**config.mk**
```make
export PLATFORM = sky130hd
export DESIGN_NAME = skt_cell
export DESIGN_NICKNAME = d
export VERILOG_FILES = /design/src/hw/rtl/skt_pkg.sv /design/src/hw/rtl/skt_cell.sv
export SDC_FILE = /design/constraint.sdc
export NUM_CORES = 1
export LEC_CHECK = 0
export BUFFER_PORTS_ARGS = -buffer_cell sky130_fd_sc_hd__buf_2
export CORE_AREA = 4 4 119 121
export DETAILED_ROUTE_END_ITERATION = 12
export DIE_AREA = 0 0 123 125
export GPL_ROUTABILITY_DRIVEN = 1
export GPL_TIMING_DRIVEN = 1
export MAX_ROUTING_LAYER = met4
export PLACE_DENSITY = 0.73
export SLEW_MARGIN = 0
export SYNTH_ARGS = -nofsm -noshare
export SYNTH_HDL_FRONTEND = slang
export SYNTH_SLANG_ARGS = --single-unit
```
**constraint.sdc**
```tcl
create_clock -name clk -period 11.6 [get_ports clk]
set_clock_uncertainty 0.15 [all_clocks]
set_input_delay 2.9 -clock clk [delete_from_list [all_inputs] [get_ports clk]]
set_output_delay 2.9 -clock clk [all_outputs]
set_load 0.005 [all_outputs]
```
**src/hw/rtl/skt_pkg.sv**
```systemverilog
// ----------------------------------------------------------------------------
// skt_pkg: shared types for the sorted key table
// Operation codes, transaction payloads and the control word broadcast to
// every cell of the table.
// ----------------------------------------------------------------------------
package skt_pkg;

  localparam int KEY_W = 32;
  localparam int PAY_W = 32;
  localparam int POS_W = 7;
  localparam int CNT_OUT_W = 7;

  typedef enum logic [1:0] {
    OP_INSERT   = 2'd0,
    OP_REMOVE   = 2'd1,
    OP_FIND_KEY = 2'd2,
    OP_FIND_POS = 2'd3
  } skt_op_t;

  typedef struct packed {
    skt_op_t                   operation;
    logic signed [KEY_W-1:0]   key_in;
    logic        [PAY_W-1:0]   payload_in;
    logic        [POS_W-1:0]   position;
  } skt_op_item_t;

  typedef struct packed {
    logic                      ok;
    logic signed [KEY_W-1:0]   key_out;
    logic        [PAY_W-1:0]   payload_out;
    logic        [CNT_OUT_W-1:0] entry_count;
    logic                      is_empty;
    logic                      is_full;
  } skt_res_item_t;

  // broadcast to all cells: compare fields on accept, shift fields on commit
  typedef struct packed {
    logic                      cmp_en;
    skt_op_t                   cmp_op;
    logic signed [KEY_W-1:0]   cmp_key;
    logic        [POS_W-1:0]   cmp_pos;
    logic                      ins_en;
    logic                      rem_en;
    logic        [KEY_W-1:0]   new_key;
    logic        [PAY_W-1:0]   new_payload;
  } skt_ctl_t;

endpackage

```
**src/hw/rtl/skt_cell.sv**
```systemverilog
// ----------------------------------------------------------------------------
// skt_cell: one slot of the sorted key table
// Holds one entry, compares it with the broadcast key and shifts to or from
// its neighbours on insert and remove.
// ----------------------------------------------------------------------------
module skt_cell
  import skt_pkg::*;
#(
  parameter int CNT_W = 7,
  parameter int IDX   = 0
) (
  input  logic             clk,
  input  logic             rst_n,
  input  skt_ctl_t         ctl,
  input  logic [CNT_W-1:0] count,
  input  logic             left_ge_now,
  input  logic             left_ge,
  input  logic [KEY_W-1:0] left_key,
  input  logic [PAY_W-1:0] left_payload,
  input  logic [KEY_W-1:0] right_key,
  input  logic [PAY_W-1:0] right_payload,
  output logic             ge_now,
  output logic             ge_r,
  output logic             pick_r,
  output logic [KEY_W-1:0] key_r,
  output logic [PAY_W-1:0] payload_r
);

  localparam int PW = (CNT_W + 1 > POS_W) ? CNT_W + 1 : POS_W;
  localparam logic [CNT_W-1:0] SLOT  = CNT_W'(IDX);
  localparam logic [PW-1:0]    SLOT1 = PW'(IDX + 1);

  logic             valid;
  logic             at_end;
  logic             hit;
  logic             pos_hit;
  logic             pick_now;
  logic             ge_nxt;
  logic             pick_nxt;
  logic [KEY_W-1:0] key_nxt;
  logic [PAY_W-1:0] payload_nxt;

  assign valid  = SLOT < count;
  assign at_end = SLOT == count;

  // entries at or past the first key >= probe form a suffix of the table
  assign ge_now  = valid && !($signed(key_r) < ctl.cmp_key);
  assign hit     = ge_now && (key_r == ctl.cmp_key) && !left_ge_now;
  assign pos_hit = valid && (PW'(ctl.cmp_pos) == SLOT1);

  always_comb begin
    case (ctl.cmp_op)
      OP_REMOVE,
      OP_FIND_KEY: pick_now = hit;
      OP_FIND_POS: pick_now = pos_hit;
      default:     pick_now = 1'b0;
    endcase
  end

  assign ge_nxt   = ctl.cmp_en ? ge_now   : ge_r;
  assign pick_nxt = ctl.cmp_en ? pick_now : pick_r;

  always_comb begin
    key_nxt     = key_r;
    payload_nxt = payload_r;
    if (ctl.ins_en) begin
      if (left_ge) begin
        key_nxt     = left_key;
        payload_nxt = left_payload;
      end else if (ge_r || at_end) begin
        key_nxt     = ctl.new_key;
        payload_nxt = ctl.new_payload;
      end
    end else if (ctl.rem_en && ge_r) begin
      key_nxt     = right_key;
      payload_nxt = right_payload;
    end
  end

  always_ff @(posedge clk) begin
    if (!rst_n) begin
      ge_r   <= 1'b0;
      pick_r <= 1'b0;
    end else begin
      ge_r   <= ge_nxt;
      pick_r <= pick_nxt;
    end
  end

  always_ff @(posedge clk) begin
    key_r     <= key_nxt;
    payload_r <= payload_nxt;
  end

endmodule
```
==> results.sh, run 1 <==
export IMPL_post_drt_via_cell_ratio=4.58
export IMPL_post_synth_num_cell_types=36
export IMPL_grt_pass1_wl_um=20000
export IMPL_insertion_delay_ns=0.32
export IMPL_row_count=42
export IMPL_cts_htree_levels=3
export IMPL_setup_viol=0
export IMPL_ctsRootBufferMaster="clkbuf_16"
export IMPL_synthTopCellsByArea="edfxtp_1 45%, mux2i_1 15%, ha_1 10%, a21oi_1 9.1%, nor2_1 6.0%"
export IMPL_tightest_slew_ns=0.755
export IMPL_syn_to_final_growth_pct=46.9
export IMPL_netlist_instances=416
export IMPL_cts_buffers=9
export IMPL_min_period_over_period_pct=67.6
export IMPL_start_kind="input port"
export IMPL_fp_dieH_um=125
export IMPL_max_freq_mhz=128
export IMPL_antenna_found_initial=0
export IMPL_postCtsHoldBufs=0
export IMPL_io_buffers=313
export IMPL_drive_gt1_share_pct=46.3
export IMPL_ant_nets=0
export IMPL_crit_chain="buf_2, inv_1, ha_1, nand4_2, nor4_2, and2_1, o31a_1, a2111oi_2, xnor2_1, nor2_1, buf_2"
export IMPL_outcome="completed"
export IMPL_hold_violations=0
export IMPL_fin_tns_setup_ns=0
export IMPL_antenna_cells=0
export IMPL_whs_ns=0.436
export IMPL_clock_sinks=66
export IMPL_ios=314
export IMPL_ys_seq_elements=66
export IMPL_cap_viol_max_count=0
export IMPL_synth_largest_area_cell="edfxtp_1"
export IMPL_vdd_drop_max_mv=0.0503
export IMPL_fp_dieW_um=123
export IMPL_cts_path_max_buffers=2
export IMPL_cp_required_ns=8.55
export IMPL_critPathKind="in2out"
export IMPL_grt_pass1_vias=4095
export IMPL_hp_class="reg2reg"
export IMPL_fillCellCount=1264
export IMPL_drt_total_wl_um=13500
export IMPL_cp_top_family="simple AND/OR/NAND/NOR gates"
export IMPL_slowest_delay_ns=0.39
export IMPL_die_area_um2=15400
export IMPL_vias=4144
export IMPL_yosysTopAreaCellShare_pct=45.3
export IMPL_endpoint_kind="output pin"
export IMPL_worst_path_buf_inv=3
export IMPL_synth_avg_cell_area_um2=10.2
export IMPL_wire_per_inst_um=15.0
export IMPL_syn_area_um2=4240
export IMPL_timing_final_crit_period_ns=7.84
export IMPL_coreArea_um2=13100
export IMPL_cts_tree="done"
export IMPL_ys_seq_area_share_pct=46.2
export IMPL_initial_core_util_pct=32.4
export IMPL_drt_pass1_iterations=4
export IMPL_grt_overflow_total=0
export IMPL_path_clk_slew_ns=0.05
export IMPL_ys_warn_count=0
export IMPL_power_density_nw_per_um2=112
export IMPL_grt_setup_unrepaired="false"
export IMPL_first_iter_violations=149
export IMPL_postCtsSetupRepairBufs=0
export IMPL_p_leak_nw=3.15
export IMPL_slowest_stage="nor4_2"
export IMPL_fin_nets=1004
export IMPL_synth_nets=697
export IMPL_arrival_ns=4.79
export IMPL_finalMaxSlewViolations=0
export IMPL_worst_path_max_fanout=4
export IMPL_dpl_hpwl_um=11400
export IMPL_grt_max_degree=69
export IMPL_path_common_cell="buf_2"
export IMPL_track_usage_pct=17.4
export IMPL_drcViolationCount=0
export IMPL_slew_headroom_pct=49.5
export IMPL_ctsResizeCount=0
export IMPL_gp_congestion=0.811
[final timing paths]
path / depth (start not counted) / start / slack (ns) / end
hold / removal: 2 / ge_r$_SDFFE_PN0P_ / 0.44 / ge_r$_SDFFE_PN0P_
hold reg to reg: 2 / ge_r$_SDFFE_PN0P_ / 0.44 / ge_r$_SDFFE_PN0P_
setup reg to reg: 8 / key_r[31]$_DFFE_PP_ / 9.14 / ge_r$_SDFFE_PN0P_
setup / recovery: 11 / ctl[104] / 3.76 / ge_now
[cell type report]
cell class	instances	area (um^2)	share of cell area (%)
Inverter	35	131	2.11
Timing Repair Buffer	317	1600	25.7
Sequential cell	66	1960	31.5
Tap cell	176	220	3.53
Clock inverter	6	23.8	0.381
Multi-Input combinational cell	294	2070	33.2
Clock buffer	10	229	3.67
[cells by family after synthesis]
kind of cell | count (synthesis) | synth area share (%)
simple gates | 101 | 11.1
fa+ha+maj | 34 | 10.0
mux | 64 | 15.1
flops | 66 | 46.2
xor+xnor | 1 | 0.206
buf+inv | 56 | 5.10
compound gates | 94 | 12.2
[flip-flops by register name, summed over array words and instances, names as in the netlist]
register and flops:
pick_r 1, ge_r 1, key_r 32, payload_r 32
[routing by layer]
| metal | vias up | routed length (um) | track usage (%) |
|---|---|---|---|
| met4 | 0 | 207 | 6.38 |
| met2 | 187 | 7030 | 30.8 |
| li1 | 2137 | - | - |
| met1 | 1806 | 5100 | 19.3 |
| met3 | 14 | 1200 | 3.39 |
| met5 | - | 0 | - |
[tightest hold or removal path: stages (launching register included)]
cell	delay [ns]
dfxtp_1	0.36
nand3b_1	0.10
o31ai_1	0.07
[stage by stage]
step                      util, %  instance area, um^2  cells  power (mW)  worst slack, ns
after detailed placement     45.7                 5980    888       0.476             3.77
after global placement       45.7                 5980    888       0.472             3.82
after global routing         47.6                 6230    904       0.741             3.50
after CTS                    47.6                 6230    904       0.712             3.76
final                        47.6                 6230    904       0.700             3.76
after floorplan                 -                 4240    416       0.389             4.13
[cells in the final DEF (no fill, tap or decap), drive strengths merged]
master / n
dfxtp: 2
and2: 1
a21boi: 1
nor4b: 2
nor4: 2
o31ai: 2
clkbuf: 10
a22oi: 1
a21o: 1
clkinv: 6
xnor2: 1
o21ai: 6
inv: 35
ha: 34
o21bai: 1
nor2b: 1
edfxtp: 64
nand3b: 1
o31a: 1
or4: 2
nor2: 68
nand3: 4
buf: 317
a211oi: 1
nor4bb: 1
a2111oi: 1
nor3: 2
nand2: 10
o211ai: 1
mux2i: 64
nand4: 7
a21oi: 78
[cells in the mapped netlist (all sizes together)]
cell	n
nor2b	1
nor4b	2
nor4bb	1
or4	2
nor2	68
edfxtp	64
mux2i	64
a2111oi	1
nor4	2
o21ai	6
dfxtp	2
o31ai	2
xnor2	1
ha	34
a21boi	1
nand3b	1
a21o	1
o31a	1
nand3	4
o21bai	1
o211ai	1
inv	35
clkbuf	13
and2	1
a22oi	1
nand4	7
nand2	10
buf	8
a21oi	78
a211oi	1
nor3	2
[power breakdown]
part	switching [mW]	internal [mW]	total, mW	leakage [nW]
Combinational	0.0836	0.0803	0.164	2.40
Sequential	0.00969	0.294	0.304	0.619
Clock	0.0920	0.140	0.232	0.124
Power figures use the tool's default switching activity.
==> run 2: changes to the inputs <==
--- a/config.mk
+++ b/config.mk
@@ -5,14 +5,15 @@
 export SDC_FILE = /design/constraint.sdc
 export NUM_CORES = 1
 export LEC_CHECK = 0
+export ABC_AREA = 1
 export BUFFER_PORTS_ARGS = -buffer_cell sky130_fd_sc_hd__buf_2
-export CORE_AREA = 4 4 119 121
+export CORE_AREA = 4 4 121 123
 export DETAILED_ROUTE_END_ITERATION = 12
-export DIE_AREA = 0 0 123 125
+export DIE_AREA = 0 0 125 127
 export GPL_ROUTABILITY_DRIVEN = 1
 export GPL_TIMING_DRIVEN = 1
 export MAX_ROUTING_LAYER = met4
-export PLACE_DENSITY = 0.73
+export PLACE_DENSITY = 0.71
 export SLEW_MARGIN = 0
 export SYNTH_ARGS = -nofsm -noshare
 export SYNTH_HDL_FRONTEND = slang
==> constraint.sdc (replaced) <==
create_clock -name clk -period 8 [get_ports clk]
set_clock_uncertainty 0.15 [all_clocks]
set_input_delay 2 -clock clk [delete_from_list [all_inputs] [get_ports clk]]
set_output_delay 2 -clock clk [all_outputs]
set_load 0.005 [all_outputs]
==> results.sh, run 2 <==
export IMPL_power_density_nw_per_um2=163
export IMPL_cp_required_ns=5.85
export IMPL_postCtsHoldBufs=0
export IMPL_row_count=43
export IMPL_post_synth_num_cell_types=27
export IMPL_dpl_hpwl_um=11600
export IMPL_yosys_top_cells_count="184 x nand2_1, 74 x nor2_1, 64 x a31oi_1, 64 x edfxtp_1, 60 x inv_1"
export IMPL_worst_slack_ns=2.47
export IMPL_cts_path_max_buffers=2
export IMPL_first_iter_violations=133
export IMPL_start_kind="input port"
export IMPL_rr_worst_depth=3
export IMPL_cts_buffers=9
export IMPL_timing_final_crit_period_ns=5.53
export IMPL_ios=314
export IMPL_max_freq_mhz=181
export IMPL_insertion_delay_ns=0.32
export IMPL_postCtsSetupRepairBufs=0
export IMPL_grt_setup_unrepaired="false"
export IMPL_gp_congestion=0.848
export IMPL_final_cell_mix="312 x buf_2, 184 x nand2_1, 74 x nor2_1"
export IMPL_grt_max_degree=72
export IMPL_synthTopCellsByArea="edfxtp_1 45%, nand2_1 16%, ha_1 9.9%, a31oi_1 9.3%, nor2_1 6.4%"
export IMPL_p_seq_share_pct=41.8
export IMPL_fin_nets=1129
export IMPL_synth_largest_area_cell="edfxtp_1"
export IMPL_ys_warn_count=0
export IMPL_hold_violations=0
export IMPL_synth_nets=828
export IMPL_p_sw_mw=0.270
export IMPL_coreArea_um2=13700
export IMPL_worst_path_max_fanout=4
export IMPL_grt_pass1_wl_um=22400
export IMPL_swShare_pct=26.2
export IMPL_ctsRootBufferMaster="clkbuf_16"
export IMPL_drt_total_wl_um=14400
export IMPL_die_area_um2=15900
export IMPL_fp_dieH_um=127
export IMPL_top_usage_layer="met2"
export IMPL_hp_class="reg2reg"
export IMPL_io_buffers=313
export IMPL_grt_use_met1_pct=20.2
export IMPL_antenna_cells=0
export IMPL_setup_viol=0
export IMPL_track_usage_pct=18.2
export IMPL_drt_pass1_iterations=4
export IMPL_ant_nets=0
export IMPL_pwr_share_clk_pct=36.1
export IMPL_path_clk_slew_ns=0.05
export IMPL_grt_pass1_vias=4718
export IMPL_async_reset_ff_share_pct=0
export IMPL_tightest_slew_ns=1.09
export IMPL_p_comb_share_pct=22.1
export IMPL_whs_ns=0.329
export IMPL_vdd_drop_max_mv=0.0847
export IMPL_ys_seq_area_share_pct=45.5
export IMPL_yosysTopAreaCellShare_pct=44.5
export IMPL_holdPathStages=2
export IMPL_syn_to_final_growth_pct=46.5
export IMPL_grt_use_met3_pct=5.10
export IMPL_fp_dieW_um=125
export IMPL_cts_tree="done"
export IMPL_synthFlopType="edfxtp_1"
export IMPL_outcome="completed"
export IMPL_cap_viol_max_count=0
export IMPL_drive_gt1_share_pct=40.2
export IMPL_slew_headroom_pct=27.0
export IMPL_critPathKind="in2out"
export IMPL_drcViolationCount=0
export IMPL_antenna_found_initial=0
export IMPL_initial_core_util_pct=31.6
export IMPL_cts_htree_levels=3
export IMPL_p_int_mw=0.761
export IMPL_ctsResizeCount=0
export IMPL_reg_top3="key_r (32), payload_r (32)"
export IMPL_arrival_ns=3.38
export IMPL_use_met2_pct=31.9
export IMPL_dpl_worst_slack_ns=2.42
export IMPL_yosysMostFrequentCell="nand2_1"
export IMPL_endpoint_kind="output pin"
export IMPL_mostFrequentLayoutCell="buf_2"
export IMPL_fin_tns_setup_ns=0
export IMPL_post_drt_via_cell_ratio=4.55
export IMPL_grt_overflow_total=0
export IMPL_wire_per_inst_um=13.9
export IMPL_netlist_instances=547
export IMPL_finalMaxSlewViolations=0
export IMPL_syn_area_um2=4320
export IMPL_synth_edf_count=64
export IMPL_min_period_over_period_pct=69.2
export IMPL_ys_seq_elements=66
export IMPL_vias=4694
export IMPL_p_leak_nw=3.31
export IMPL_synth_avg_cell_area_um2=7.89
export IMPL_clock_sinks=66
## run 2: cell types whose count changed after synthesis, moves of 3 or more
cell / delta
mux2i_1: -64
inv_1: +25
clkbuf_1: +11
a31oi_1: +64
o21ai_1: -3
a21oi_1: -64
inv_2: +4
nor4_1: +3
nand3_1: -3
buf_2: -3
nor2_1: +6
nand2_1: +174
## run 2: worst max-delay path: stages
cell and delay, ns:
buf_2 0.07, inv_1 0.03, ha_1 0.35, a21oi_1 0.17, o21ai_0 0.09, nor2_1 0.16, nand2_1 0.06, nand3b_1 0.17
nand3_1 0.11, inv_1 0.05, buf_2 0.12
## run 2: layout make-up
type	instances	area, um^2
Tap cell	180	225
Fill cell	1420	7340
Clock inverter	4	45.0
Timing Repair Buffer	317	1600
Sequential cell	66	1960
Clock buffer	10	229
Multi-Input combinational cell	390	2020
Inverter	64	240
## run 2: metal layers
metal,wire length (um),part of all wire (%),vias up
li1,-,-,2420
met1,5740,40,2034
met2,7140,50,215
met3,1150,8.0,25
met4,340,2.4,0
met5,0,0,-
## run 2: cell families after synthesis
| kind of cell | Yosys count | share of synthesized area (%) |
|---|---|---|
| buffers and inverters | 91 | 7.97 |
| and+or+nand+nor | 275 | 25.3 |
| DFF | 66 | 45.5 |
| AOI/OAI and AO/OA | 81 | 11.4 |
| adders and majority gates | 34 | 9.86 |
## run 2: power by group through the flow
stage / Sequential (mW) / Combinational [mW] / Clock, mW
global placement: 0.437 / 0.228 / 0
finish: 0.431 / 0.228 / 0.373
detailed placement: 0.438 / 0.232 / 0
CTS: 0.431 / 0.232 / 0.387
floorplan: 0.442 / 0.108 / 0
global route: 0.434 / 0.262 / 0.401
## run 2: worst paths after layout
path / start / to / slack, ns
hold reg to reg: pick_r$_SDFFE_PN0P_ / pick_r$_SDFFE_PN0P_ / 0.33
hold / removal: pick_r$_SDFFE_PN0P_ / pick_r$_SDFFE_PN0P_ / 0.33
setup reg to reg: ge_r$_SDFFE_PN0P_ / key_r[8]$_DFFE_PP_ / 5.62
setup / recovery: ctl[104] / ge_now / 2.47
## run 2: per-stage QoR
step / cell area [um^2] / util, % / power, mW / instances
after floorplan: 4320 / - / 0.550 / 547
after global placement: 6050 / 44.3 / 0.665 / 1017
after detailed placement: 6050 / 44.3 / 0.670 / 1017
after CTS: 6320 / 46.3 / 1.05 / 1031
after global routing: 6320 / 46.3 / 1.10 / 1031
final: 6320 / 46.3 / 1.03 / 1031
